[config.mk]
export PLATFORM = sky130hd
export DESIGN_NAME = length_prefixed_to_start_code_nal
export DESIGN_NICKNAME = d
export VERILOG_FILES = /design/src/lpsc_pkg.sv /design/src/lpsc_front.sv /design/src/lpsc_queue.sv /design/src/lpsc_emit.sv /design/src/length_prefixed_to_start_code_nal.sv
export SDC_FILE = /design/constraint.sdc
export NUM_CORES = 1
export LEC_CHECK = 0
export BUFFER_PORTS_ARGS = -buffer_cell sky130_fd_sc_hd__buf_2
export CAP_MARGIN = 15
export CORE_ASPECT_RATIO = 1.25
export CORE_MARGIN = 4
export CORE_UTILIZATION = 45
export DETAILED_ROUTE_END_ITERATION = 8
export SLEW_MARGIN = 20
export SYNTH_ARGS = -nofsm -noshare
export SYNTH_HDL_FRONTEND = slang
export SYNTH_HIERARCHICAL = 1
export SYNTH_SLANG_ARGS = --single-unit
[constraint.sdc]
create_clock -name clk -period 7.2 [get_ports clk]
set_input_delay 1.08 -clock clk [delete_from_list [all_inputs] [get_ports clk]]
set_output_delay 1.08 -clock clk [all_outputs]
set_load 0.01 [all_outputs]
[src/lpsc_pkg.sv]
package lpsc_pkg;

  localparam int KIND_W = 2;
  localparam logic [KIND_W-1:0] KIND_DATA  = 2'd0;
  localparam logic [KIND_W-1:0] KIND_SETS  = 2'd1;
  localparam logic [KIND_W-1:0] KIND_ERROR = 2'd2;

  localparam logic [7:0] START_CODE_ZERO = 8'h00;
  localparam logic [7:0] START_CODE_LAST = 8'h01;

  localparam int LEN_FIELD_W = 3;
  localparam logic [LEN_FIELD_W-1:0] LEN_FIELD_MIN   = 3'd1;
  localparam logic [LEN_FIELD_W-1:0] LEN_FIELD_MAX   = 3'd4;
  localparam logic [LEN_FIELD_W-1:0] LEN_FIELD_RESET = 3'd4;
  localparam logic                   MODE_RESET      = 1'b1;

  localparam int NAL_LEN_W = 32;

  localparam int CFG_ADDR_W = 3;
  localparam int CFG_DATA_W = 32;
  localparam logic REG_LEN_FIELD = 1'b0;
  localparam logic REG_MODE      = 1'b1;

  localparam int QUEUE_DEPTH = 4;
  localparam int QPTR_W      = 2;
  localparam int QCNT_W      = 3;

  localparam int STEP_W = 3;

  typedef enum logic [1:0] {
    ACT_NONE  = 2'd0,
    ACT_DATA  = 2'd1,
    ACT_START = 2'd2,
    ACT_ERROR = 2'd3
  } act_t;

  typedef enum logic [1:0] {
    PH_LENGTH  = 2'd0,
    PH_PAYLOAD = 2'd1,
    PH_DROP    = 2'd2
  } phase_t;

  // One accepted word, reduced to what the back end must emit
  typedef struct packed {
    logic       sets;
    act_t       act;
    logic [7:0] data;
  } cmd_t;

  typedef struct packed {
    logic push;
    cmd_t cmd;
  } cmd_push_t;

endpackage

[src/lpsc_front.sv]
module lpsc_front
  import lpsc_pkg::*;
#(
  parameter int SAMPLE_SIZE_BITS = 24
) (
  input  logic                        clk,
  input  logic                        rst_n,
  input  logic                        in_valid,
  output logic                        in_ready,
  input  logic [7:0]                  in_data_byte,
  input  logic [SAMPLE_SIZE_BITS-1:0] in_sample_size,
  input  logic                        in_sync_flag,
  input  logic                        in_end_of_sample,
  input  logic [LEN_FIELD_W-1:0]      len_field,
  input  logic                        prefixed_mode,
  input  logic                        queue_full,
  output cmd_push_t                   push
);

  localparam int SSB = SAMPLE_SIZE_BITS;
  localparam int CW  = ((SSB > NAL_LEN_W) ? SSB : NAL_LEN_W) + 2;
  localparam logic [SSB-1:0] POS_MAX = {SSB{1'b1}};

  logic [SSB-1:0]         pos_r, pos_nxt;
  logic [NAL_LEN_W-1:0]   acc_r, acc_nxt;
  logic [LEN_FIELD_W-1:0] seen_r, seen_nxt;
  logic [NAL_LEN_W-1:0]   rem_r, rem_nxt;
  phase_t                 phase_r, phase_nxt;
  logic                   sent_r, sent_nxt;
  logic                   err_r, err_nxt;

  logic                   accept;
  logic                   first;
  logic [LEN_FIELD_W-1:0] len_eff;
  logic [LEN_FIELD_W-1:0] seen_inc;
  logic [NAL_LEN_W-1:0]   nal;
  logic [NAL_LEN_W-1:0]   rem_dec;
  logic                   short_tail;
  logic                   nal_bad;
  logic                   in_sample;
  cmd_t                   cmd;

  assign in_ready = !queue_full;
  assign accept   = in_valid && in_ready;
  assign first    = (pos_r == '0);
  assign in_sample = (pos_r < in_sample_size);

  always_comb begin
    if (len_field == '0) begin
      len_eff = LEN_FIELD_MIN;
    end else if (len_field > LEN_FIELD_MAX) begin
      len_eff = LEN_FIELD_MAX;
    end else begin
      len_eff = len_field;
    end
  end

  assign seen_inc   = seen_r + LEN_FIELD_W'(1);
  assign nal        = {acc_r[NAL_LEN_W-9:0], in_data_byte};
  assign rem_dec    = (rem_r != '0) ? (rem_r - NAL_LEN_W'(1)) : '0;
  assign short_tail = ((SSB+1)'(pos_r) + (SSB+1)'(len_eff)) > (SSB+1)'(in_sample_size);
  assign nal_bad    = (nal == '0) ||
                      ((CW'(pos_r) + CW'(1) + CW'(nal)) > CW'(in_sample_size));

  always_comb begin
    pos_nxt   = pos_r;
    acc_nxt   = acc_r;
    seen_nxt  = seen_r;
    rem_nxt   = rem_r;
    phase_nxt = phase_r;
    sent_nxt  = sent_r;
    err_nxt   = err_r;
    cmd.sets  = first && (!sent_r || in_sync_flag);
    cmd.act   = ACT_NONE;
    cmd.data  = in_data_byte;

    if (first) begin
      sent_nxt = 1'b1;
    end

    if (prefixed_mode) begin
      unique case (phase_r)
        PH_LENGTH: begin
          if (seen_r == '0 && short_tail) begin
            phase_nxt = PH_DROP;
          end else if (seen_inc >= len_eff) begin
            if (nal_bad) begin
              cmd.act = ACT_ERROR;
              err_nxt = 1'b1;
            end else begin
              cmd.act   = ACT_START;
              rem_nxt   = nal;
              phase_nxt = PH_PAYLOAD;
            end
            acc_nxt  = '0;
            seen_nxt = '0;
          end else begin
            acc_nxt  = nal;
            seen_nxt = seen_inc;
          end
        end
        PH_PAYLOAD: begin
          if (in_sample) begin
            cmd.act = ACT_DATA;
          end
          rem_nxt = rem_dec;
          if (rem_dec == '0) begin
            phase_nxt = PH_LENGTH;
          end
        end
        default: begin
          // drop the tail of the sample
        end
      endcase
    end else if (in_sample) begin
      cmd.act = ACT_DATA;
    end

    if (pos_r != POS_MAX) begin
      pos_nxt = pos_r + SSB'(1);
    end

    if (in_end_of_sample) begin
      pos_nxt   = '0;
      acc_nxt   = '0;
      seen_nxt  = '0;
      rem_nxt   = '0;
      phase_nxt = PH_LENGTH;
    end
  end

  assign push.cmd  = cmd;
  assign push.push = accept && !err_r && (cmd.sets || cmd.act != ACT_NONE);

  always_ff @(posedge clk) begin
    if (!rst_n) begin
      pos_r   <= '0;
      acc_r   <= '0;
      seen_r  <= '0;
      rem_r   <= '0;
      phase_r <= PH_LENGTH;
      sent_r  <= 1'b0;
      err_r   <= 1'b0;
    end else if (accept && !err_r) begin
      pos_r   <= pos_nxt;
      acc_r   <= acc_nxt;
      seen_r  <= seen_nxt;
      rem_r   <= rem_nxt;
      phase_r <= phase_nxt;
      sent_r  <= sent_nxt;
      err_r   <= err_nxt;
    end
  end

endmodule

[src/lpsc_queue.sv]
module lpsc_queue
  import lpsc_pkg::*;
(
  input  logic      clk,
  input  logic      rst_n,
  input  cmd_push_t push,
  input  logic      pop,
  output logic      full,
  output logic      not_empty,
  output cmd_t      head
);

  cmd_t              q_r [QUEUE_DEPTH];
  logic [QPTR_W-1:0] wr_ptr_r, wr_ptr_nxt;
  logic [QPTR_W-1:0] rd_ptr_r, rd_ptr_nxt;
  logic [QCNT_W-1:0] cnt_r, cnt_nxt;
  logic              do_push;
  logic              do_pop;

  assign full      = (cnt_r == QCNT_W'(QUEUE_DEPTH));
  assign not_empty = (cnt_r != '0);
  assign head      = q_r[rd_ptr_r];
  assign do_push   = push.push && !full;
  assign do_pop    = pop && not_empty;

  always_comb begin
    wr_ptr_nxt = do_push ? wr_ptr_r + QPTR_W'(1) : wr_ptr_r;
    rd_ptr_nxt = do_pop ? rd_ptr_r + QPTR_W'(1) : rd_ptr_r;
    cnt_nxt    = cnt_r + QCNT_W'(do_push) - QCNT_W'(do_pop);
  end

  always_ff @(posedge clk) begin
    if (do_push) begin
      q_r[wr_ptr_r] <= push.cmd;
    end
  end

  always_ff @(posedge clk) begin
    if (!rst_n) begin
      wr_ptr_r <= '0;
      rd_ptr_r <= '0;
      cnt_r    <= '0;
    end else begin
      wr_ptr_r <= wr_ptr_nxt;
      rd_ptr_r <= rd_ptr_nxt;
      cnt_r    <= cnt_nxt;
    end
  end

endmodule

[src/lpsc_emit.sv]
module lpsc_emit
  import lpsc_pkg::*;
(
  input  logic              clk,
  input  logic              rst_n,
  input  logic              head_valid,
  input  cmd_t              head,
  output logic              pop,
  output logic              out_valid,
  input  logic              out_ready,
  output logic [7:0]        out_out_byte,
  output logic [KIND_W-1:0] out_kind,
  output logic              out_last_result
);

  logic [STEP_W-1:0] step_r, step_nxt;
  logic              out_valid_r, out_valid_nxt;
  logic [7:0]        byte_r, byte_nxt;
  logic [KIND_W-1:0] kind_r, kind_nxt;
  logic              last_r, last_nxt;

  logic              load;
  logic [STEP_W-1:0] n_total;
  logic [STEP_W-1:0] k;
  logic              is_last;

  assign load = head_valid && (!out_valid_r || out_ready);

  always_comb begin
    n_total = STEP_W'(head.sets);
    unique case (head.act)
      ACT_START: n_total = n_total + STEP_W'(4);
      ACT_DATA,
      ACT_ERROR: n_total = n_total + STEP_W'(1);
      default:   n_total = n_total;
    endcase
  end

  assign k       = step_r - STEP_W'(head.sets);
  assign is_last = (step_r == n_total - STEP_W'(1));
  assign pop     = load && is_last;

  always_comb begin
    byte_nxt = '0;
    kind_nxt = KIND_DATA;
    if (head.sets && step_r == '0) begin
      kind_nxt = KIND_SETS;
    end else begin
      unique case (head.act)
        ACT_DATA:  byte_nxt = head.data;
        ACT_START: byte_nxt = (k[1:0] == 2'd3) ? START_CODE_LAST : START_CODE_ZERO;
        ACT_ERROR: kind_nxt = KIND_ERROR;
        default:   kind_nxt = KIND_DATA;
      endcase
    end
    last_nxt = is_last;
  end

  always_comb begin
    step_nxt      = step_r;
    out_valid_nxt = out_valid_r;
    if (load) begin
      out_valid_nxt = 1'b1;
      step_nxt      = is_last ? '0 : step_r + STEP_W'(1);
    end else if (out_ready) begin
      out_valid_nxt = 1'b0;
    end
  end

  always_ff @(posedge clk) begin
    if (!rst_n) begin
      step_r      <= '0;
      out_valid_r <= 1'b0;
    end else begin
      step_r      <= step_nxt;
      out_valid_r <= out_valid_nxt;
    end
  end

  // hold the word while the receiver stalls
  always_ff @(posedge clk) begin
    if (load) begin
      byte_r <= byte_nxt;
      kind_r <= kind_nxt;
      last_r <= last_nxt;
    end
  end

  assign out_valid       = out_valid_r;
  assign out_out_byte    = byte_r;
  assign out_kind        = kind_r;
  assign out_last_result = last_r;

endmodule

[src/length_prefixed_to_start_code_nal.sv]
// Converts length-prefixed NAL samples to start-code form, one byte a word.
// Input channel (in_valid/in_ready): one sample byte with the sample size,
// sync flag and end-of-sample mark. Output channel (out_valid/out_ready):
// one result word (byte, kind, last-of-input flag); one input gives 0 to 5.
// APB port: register 0 (address 0) length field bytes, register 1
// (address 4) prefixed mode; write only while the block is idle.
// A byte's first result passes the command queue and the output register.
// Throughput: one input byte a cycle while each byte gives one result and
// the receiver takes every result; the output stage emits one result a
// cycle while the receiver is ready, so a start code with a marker gives up
// to 5 results, absorbed by a 4-entry command queue between the classifying
// front end and the emitting back end. in_ready falls only when it is full.
// Reset clears the sample state, the parameter-set flag and the error latch,
// and loads the register defaults. While the receiver stalls the output word
// holds and the queue fills; input is taken until the queue is full.
// After an invalid length error every further byte is accepted and dropped.
module length_prefixed_to_start_code_nal
  import lpsc_pkg::*;
#(
  parameter int SAMPLE_SIZE_BITS = 24
) (
  input  logic                        clk,
  input  logic                        rst_n,
  input  logic                        in_valid,
  output logic                        in_ready,
  input  logic [7:0]                  in_data_byte,
  input  logic [SAMPLE_SIZE_BITS-1:0] in_sample_size,
  input  logic                        in_sync_flag,
  input  logic                        in_end_of_sample,
  output logic                        out_valid,
  input  logic                        out_ready,
  output logic [7:0]                  out_out_byte,
  output logic [KIND_W-1:0]           out_kind,
  output logic                        out_last_result,
  input  logic                        psel,
  input  logic                        penable,
  input  logic                        pwrite,
  input  logic [CFG_ADDR_W-1:0]       paddr,
  input  logic [CFG_DATA_W-1:0]       pwdata,
  output logic [CFG_DATA_W-1:0]       prdata,
  output logic                        pready
);

  logic [LEN_FIELD_W-1:0] len_field_r;
  logic                   mode_r;
  logic                   cfg_wr;

  cmd_push_t push;
  cmd_t      head;
  logic      queue_full;
  logic      head_valid;
  logic      pop;

  assign pready = 1'b1;
  assign cfg_wr = psel && penable && pwrite && pready;

  always_ff @(posedge clk) begin
    if (!rst_n) begin
      len_field_r <= LEN_FIELD_RESET;
      mode_r      <= MODE_RESET;
    end else if (cfg_wr) begin
      unique case (paddr[2])
        REG_LEN_FIELD: len_field_r <= pwdata[LEN_FIELD_W-1:0];
        REG_MODE:      mode_r      <= pwdata[0];
        default:       mode_r      <= mode_r;
      endcase
    end
  end

  always_comb begin
    unique case (paddr[2])
      REG_LEN_FIELD: prdata = CFG_DATA_W'(len_field_r);
      REG_MODE:      prdata = CFG_DATA_W'(mode_r);
      default:       prdata = '0;
    endcase
  end

  lpsc_front #(
    .SAMPLE_SIZE_BITS(SAMPLE_SIZE_BITS)
  ) u_front (
    .clk             (clk),
    .rst_n           (rst_n),
    .in_valid        (in_valid),
    .in_ready        (in_ready),
    .in_data_byte    (in_data_byte),
    .in_sample_size  (in_sample_size),
    .in_sync_flag    (in_sync_flag),
    .in_end_of_sample(in_end_of_sample),
    .len_field       (len_field_r),
    .prefixed_mode   (mode_r),
    .queue_full      (queue_full),
    .push            (push)
  );

  lpsc_queue u_queue (
    .clk      (clk),
    .rst_n    (rst_n),
    .push     (push),
    .pop      (pop),
    .full     (queue_full),
    .not_empty(head_valid),
    .head     (head)
  );

  lpsc_emit u_emit (
    .clk            (clk),
    .rst_n          (rst_n),
    .head_valid     (head_valid),
    .head           (head),
    .pop            (pop),
    .out_valid      (out_valid),
    .out_ready      (out_ready),
    .out_out_byte   (out_out_byte),
    .out_kind       (out_kind),
    .out_last_result(out_last_result)
  );

endmodule

=== Word level (Yosys, flattened, before mapping) ===
Memories as Yosys holds them, arrays and structs flattened. A register that Yosys moved wholly into a read port is not among the register bits.
Index checks and enable logic that the tools add are counted.
W data, S select, Z words.

* Add/subtract/negate cells: 15
* Magnitude comparators: 5
* Equal/unequal tests: 15
* Multiplexer cells: 46
* Bitwise gates (word level): 2
* Reduce and logical (&&, ||, !) cells: 44

{| class="wikitable"
|+ Operators with widths
! operator !! count
|-
| $mux W32 || 6
|-
| $mux W24 || 7
|-
| $pmux W32 S2 || 2
|-
| $logic_not A32 Y1 || 2
|-
| $gt A34 B24 Y1 || 1
|-
| $add A25 B32 Y33 || 1
|-
| $reduce_bool A32 Y1 || 1
|-
| $sub A32 B1 Y32 const B || 1
|-
| $add A24 B1 Y25 const B || 1
|-
| $add A24 B3 Y25 || 1
|-
| $gt A25 B24 Y1 || 1
|-
| $add A24 B1 Y24 const B || 1
|-
| $logic_not A24 Y1 || 1
|-
| $lt A24 B24 Y1 || 1
|-
| $mux W2 || 12
|-
| $mux W3 || 8
|-
| $ne A24 B24 Y1 const B || 1
|-
| $reduce_and A6 Y1 || 3
|-
| $pmux W8 S2 || 1
|-
| $logic_and A1 B1 Y1 || 12
|-
| $reduce_bool A2 Y1 || 5
|-
| $logic_not A3 Y1 || 3
|-
| $pmux W2 S2 || 2
|-
| $reduce_and A2 Y1 || 4
|-
| 28 further kinds || 49
|}

* Flip-flop bits (word level): 113
* Bits in writable memories: 44
* Input bits: 76
* Output and inout bits: 46
* Logic and storage cells: 145
* Memories kept: 1

{| class="wikitable"
|+ Memory list
! memory !! words !! width !! read ports !! clocked after Yosys merged registers in !! write ports !! RTL line !! text
|-
| u_queue.q_r || 4 || 11 || 1 || 1 || 1 || lpsc_queue.sv:13 || <nowiki>cmd_t q_r [QUEUE_DEPTH];</nowiki>
|}

=== Depth between registers and ports, before layout ===
* Depth in word-level cells: 15
* Mapped depth: 30
* Depth with buffers taken out: 29

=== Modules after synthesis ===
Netlist, hierarchy kept.

{| class="wikitable"
|+ By module, submodules not included
! module !! instances !! cells each !! area each (um2) !! seq. area each (um2)
|-
| lpsc_front || 1 || 1169 || 8739.6 || 1741.7
|-
| lpsc_queue || 1 || 106 || 2069.5 || 1501.4
|-
| lpsc_emit || 1 || 64 || 780.7 || 410.4
|-
| length_prefixed_to_start_code_nal || 1 || 54 || 442.9 || 80.1
|}

=== Worst setup path after synthesis ===
OpenSTA, ideal clock, no wires.

* Path type: input to register
* Start point: input in_data_byte[0]
* End point: register u_front.rem_r[12]
* Library setup time: 0.087 ns
* Arrival: 5.477 ns
* Data required time: 7.113 ns
* Setup slack: 1.636 ns
* Cell stages on the path: 23
* Buffers on the path: 2
* Cells stage by stage: inv_1 > ha_1 > inv_1 > fa_1 > a211oi_1 > o211ai_1 > a22o_1 > o21a_1 > o21ai_0 > nand2b_1 > xor2_1 > ha_1 > nand4_1 > nor4bb_1 > nand2_1 > a21oi_1 > nand4b_1 > or4_1 > a2111o_1 > o21ba_1 > clkbuf_1 > buf_2 > o31ai_1

* Word-level cells in the longest chain between the ends: 5
* Elaborated cells on any way between the ends: 6

{| class="wikitable"
|+ RTL lines
! what !! RTL line !! text
|-
| from (decl) || length_prefixed_to_start_code_nal.sv:26 || <nowiki>input logic [7:0] in_data_byte,</nowiki>
|-
| $add A25 B32 Y33 || lpsc_front.sv:63 || <nowiki>((CW'(pos_r) + CW'(1) + CW'(nal)) > CW'(in_sample_size));</nowiki>
|-
| $gt A34 B24 Y1 || lpsc_front.sv:63 ||
|-
| $logic_or A1 B1 Y1 * || lpsc_front.sv:62 || <nowiki>assign nal_bad = (nal == '0) ||</nowiki>
|-
| $ne A3 B3 Y1 (no source line) * || - ||
|-
| $reduce_and A6 Y1 (no source line) * || - ||
|-
| to (signal assigned) || lpsc_front.sv:148 || <nowiki>rem_r <= rem_nxt;</nowiki>
|-
| to (decl) || lpsc_front.sv:27 || <nowiki>logic [NAL_LEN_W-1:0] rem_r, rem_nxt;</nowiki>
|}

Every way passes the cells marked *; elsewhere a longest branch is shown, timed or not.
A chain may end at the register's enable or synchronous reset.

==> run_results.csv <==
group,metric,value,unit
logic_synthesis,yosysMostFrequentCell,"nand2_1",
clocking,ctsLongestPathBuffers,2,
logic_synthesis,yosysWarnings,6,
global_routing,antenna_found_initial,0,
placement,portBuffers,60,
logic_synthesis,synth_area,12000,sq um
floorplan,die_w,154,um
logic_synthesis,synthArstFlopShare,0,
logic_synthesis,synthCells,1393,
outcome,status,"finished clean",
floorplan,top_level_ports,122,
clocking,clkTransAtPathRegs,0.07,ns
global_routing,grt_max_degree,80,
logic_synthesis,synth-seq-cells,159,
pwr,power.density,206,nW/um^2
floorplan,initial_utilization,0.460,
global_routing,grt_overflow,0,
critical_path,crit_start,"len_field_r[0]",
floorplan,rows,66,
critical_path,cp-start-kind,"register",
floorplan,die_area,29400,sq um
layout,area_growth,8.15,%
critical_path,cp-end-kind,"register",
detailed_routing,drc,0,
critical_path,crit_required,7.52,ns
pwr,vdd_drop_max,0.137,mV
critical_path,cpPeakStageDelay,0.55,ns
clocking,cts_sinks,159,
placement,dp_hpwl,24600,um
detailed_routing,route.met2.wl,15700,um
logic_synthesis,synth_top_flop_cell,"dfxtp_1",
layout,diodes,0,
layout,nets,1617,
critical_path,arrival,6.81,ns
floorplan,die_y,191,um
detailed_routing,routedWlPerCell,18.6,um
logic_synthesis,synth.top_cell.area_share,0.173,
sta,fin_skew,0.0155,ns
sta,slew_headroom,0.325,
worst_hold_path,worstHoldStart,"u_front/sent_r",
layout,final_cells,1769,
sta,tns,0,ns
placement,finalWeightedCongestion,0.892,
sta,period_minus_slack,6.49,ns
clocking,clock_latency,0.44,ns
job,cap_violations,0,
pwr,p_leak,5.61,nW
clocking,postCtsResizedCells,0,
detailed_routing,wl,32800,um
clocking,cts_htree_levels,4,
detailed_routing,route.met3.wl,1200,um
detailed_routing,wl_met1,14900,um
logic_synthesis,synthTopCellsByArea,"dfxtp_1 (17%), edfxtp_1 (14%), ha_1 (13%)",
sta,finalSetupViolCount,0,
sta,worst_slew_pin_slew,1.01,ns
detailed_routing,ant_nets,0,
critical_path,crit_type,"register to register",
logic_synthesis,synth_edf_count,55,
global_routing,grt_pass1_vias,9695,
floorplan,core,26200,sq um
clocking,ctsHoldBuffers,0,
clocking,cts_tree,"done",
sta,hold_viol,0,
worst_hold_path,hold_path.class,"register to register",
clocking,cts_setup_buffers,0,
global_routing,grt_pass1_wl,52300,um
detailed_routing,highest_layer,"met4",
detailed_routing,drt_iter0_markers,640,
clocking,root_buffer,"clkbuf_16",
logic_synthesis,synth-seq-area-share,0.310,
logic_synthesis,post_synth.cell_area_avg,8.64,sq um
critical_path,cpMaxStageDelayCell,"nor3_1",
placement,dp_cells,1737,
critical_path,reg2reg_from,"len_field_r[0]",
detailed_routing,dr.pass1.iters,5,
detailed_routing,vias,10300,
sta,rsz0062_at_grt,"no",
layout,drive_above_1_share,0.100,
sta,fmax,154,MHz
clocking,cts_made_buffers,17,
logic_synthesis,yosys-top-cells-count,"nand2_1 (161), ha_1 (122), nor2_1 (115), dfxtp_1 (104), a21oi_1 (74)",
sta,maxSlewViolCount,0,
sta,period_share,0.901,
critical_path,cp_max_fo,7,
detailed_routing,viasPerCell,5.81,
global_routing,grtUsageTotal,0.221,
logic_synthesis,yosysTopAreaCell,"dfxtp_1",
logic_synthesis,synth.distinct_cells,82,
==> layout by cell type, fill, tap and decap left out, types with 11 or more instances in the layout <==
cell type / count
nand2_1: 161
ha_1: 122
nor2_1: 115
dfxtp_1: 104
a21oi_1: 73
inv_1: 68
buf_2: 60
o21ai_0: 56
edfxtp_1: 55
xnor2_1: 48
xor2_1: 43
nand4_1: 38
nor3_1: 34
mux2i_1: 31
conb_1: 30
a21o_1: 28
nand3_1: 27
a22oi_1: 26
nor4_1: 23
and2_1: 21
nor2b_1: 17
clkbuf_16: 17
buf_4: 16
nand2b_1: 14
o2111ai_1: 14
o31ai_1: 13
a211oi_1: 12
mux4_2: 11
==> registers in the layout, summed over array words and instances, names as in the netlist, 3 cells and up, named ones only <==
name	cells
u_queue/q_r	44
len_field_r	3
u_front/rem_r	32
u_front/pos_r	24
u_front/acc_r	24
u_emit/out_out_byte	8
u_emit/step_r	3
u_front/seen_r	3
u_queue/cnt_r	3
==> metrics by stage <==
step	area [sq um]	utilization	hold WS, ns	setup slack (ns)	power (mW)
2_1_floorplan	12100	-	0.429	1.64	1.63
3_3_place_gp	12400	0.475	0.445	0.593	1.80
3_5_place_dp	12400	0.475	0.453	0.594	1.81
4_1_cts	13000	0.497	0.470	0.771	2.71
5_1_grt	13000	0.497	0.486	0.185	2.84
6_report	13000	0.497	0.472	0.714	2.69
==> worst max-delay path: cells and delay by family (launching register included) <==
kind,cells,cell delay (ns)
simple gates,9,2.32
compound gates,7,1.35
flops,1,0.35
xor+xnor,3,0.44
fa+ha+maj,6,1.71
buf+inv,4,0.20
==> area by class of cell <==
class	instances	area, sq um
timing repair buffer	76	420
inverter	69	259
fill	2541	13200
tap	340	425
sequential	159	3730
clock buffer	17	425
clock inverter	15	155
multi-input combinational	1093	7590
==> per-layer routing <==
layer,vias to the layer above,GRT usage
met5,-,0
met4,0,0.0815
met3,50,0.0277
met2,255,0.371
met1,4932,0.293
li1,5038,-
==> cells by family (layout without fill, tap and decap cells) <==
family	Yosys count	count (layout)	synth area share
simple gates	512	512	0.214
xor+xnor	92	92	0.0682
fa+ha+maj	125	125	0.132
compound gates	289	289	0.157
buf+inv	169	177	0.0682
other cells	2	30	0.000624
mux	45	45	0.0492
flops	159	159	0.310
==> power breakdown <==
group	switching [mW]	internal, mW	total, mW
Combinational	0.419	0.276	0.696
Sequential	0.0570	1.04	1.09
Clock	0.410	0.489	0.898
Total	0.886	1.80	2.69
==> final timing paths <==
path / end / slack, ns / cells after the start
setup / recovery: u_queue/cnt_r[2] / 0.71 / 29
hold / removal: u_front/sent_r / 0.47 / 2
setup reg to reg: u_queue/cnt_r[2] / 0.71 / 29
hold reg to reg: u_front/sent_r / 0.47 / 2
Note: power is estimated with default switching activity, not from simulation.
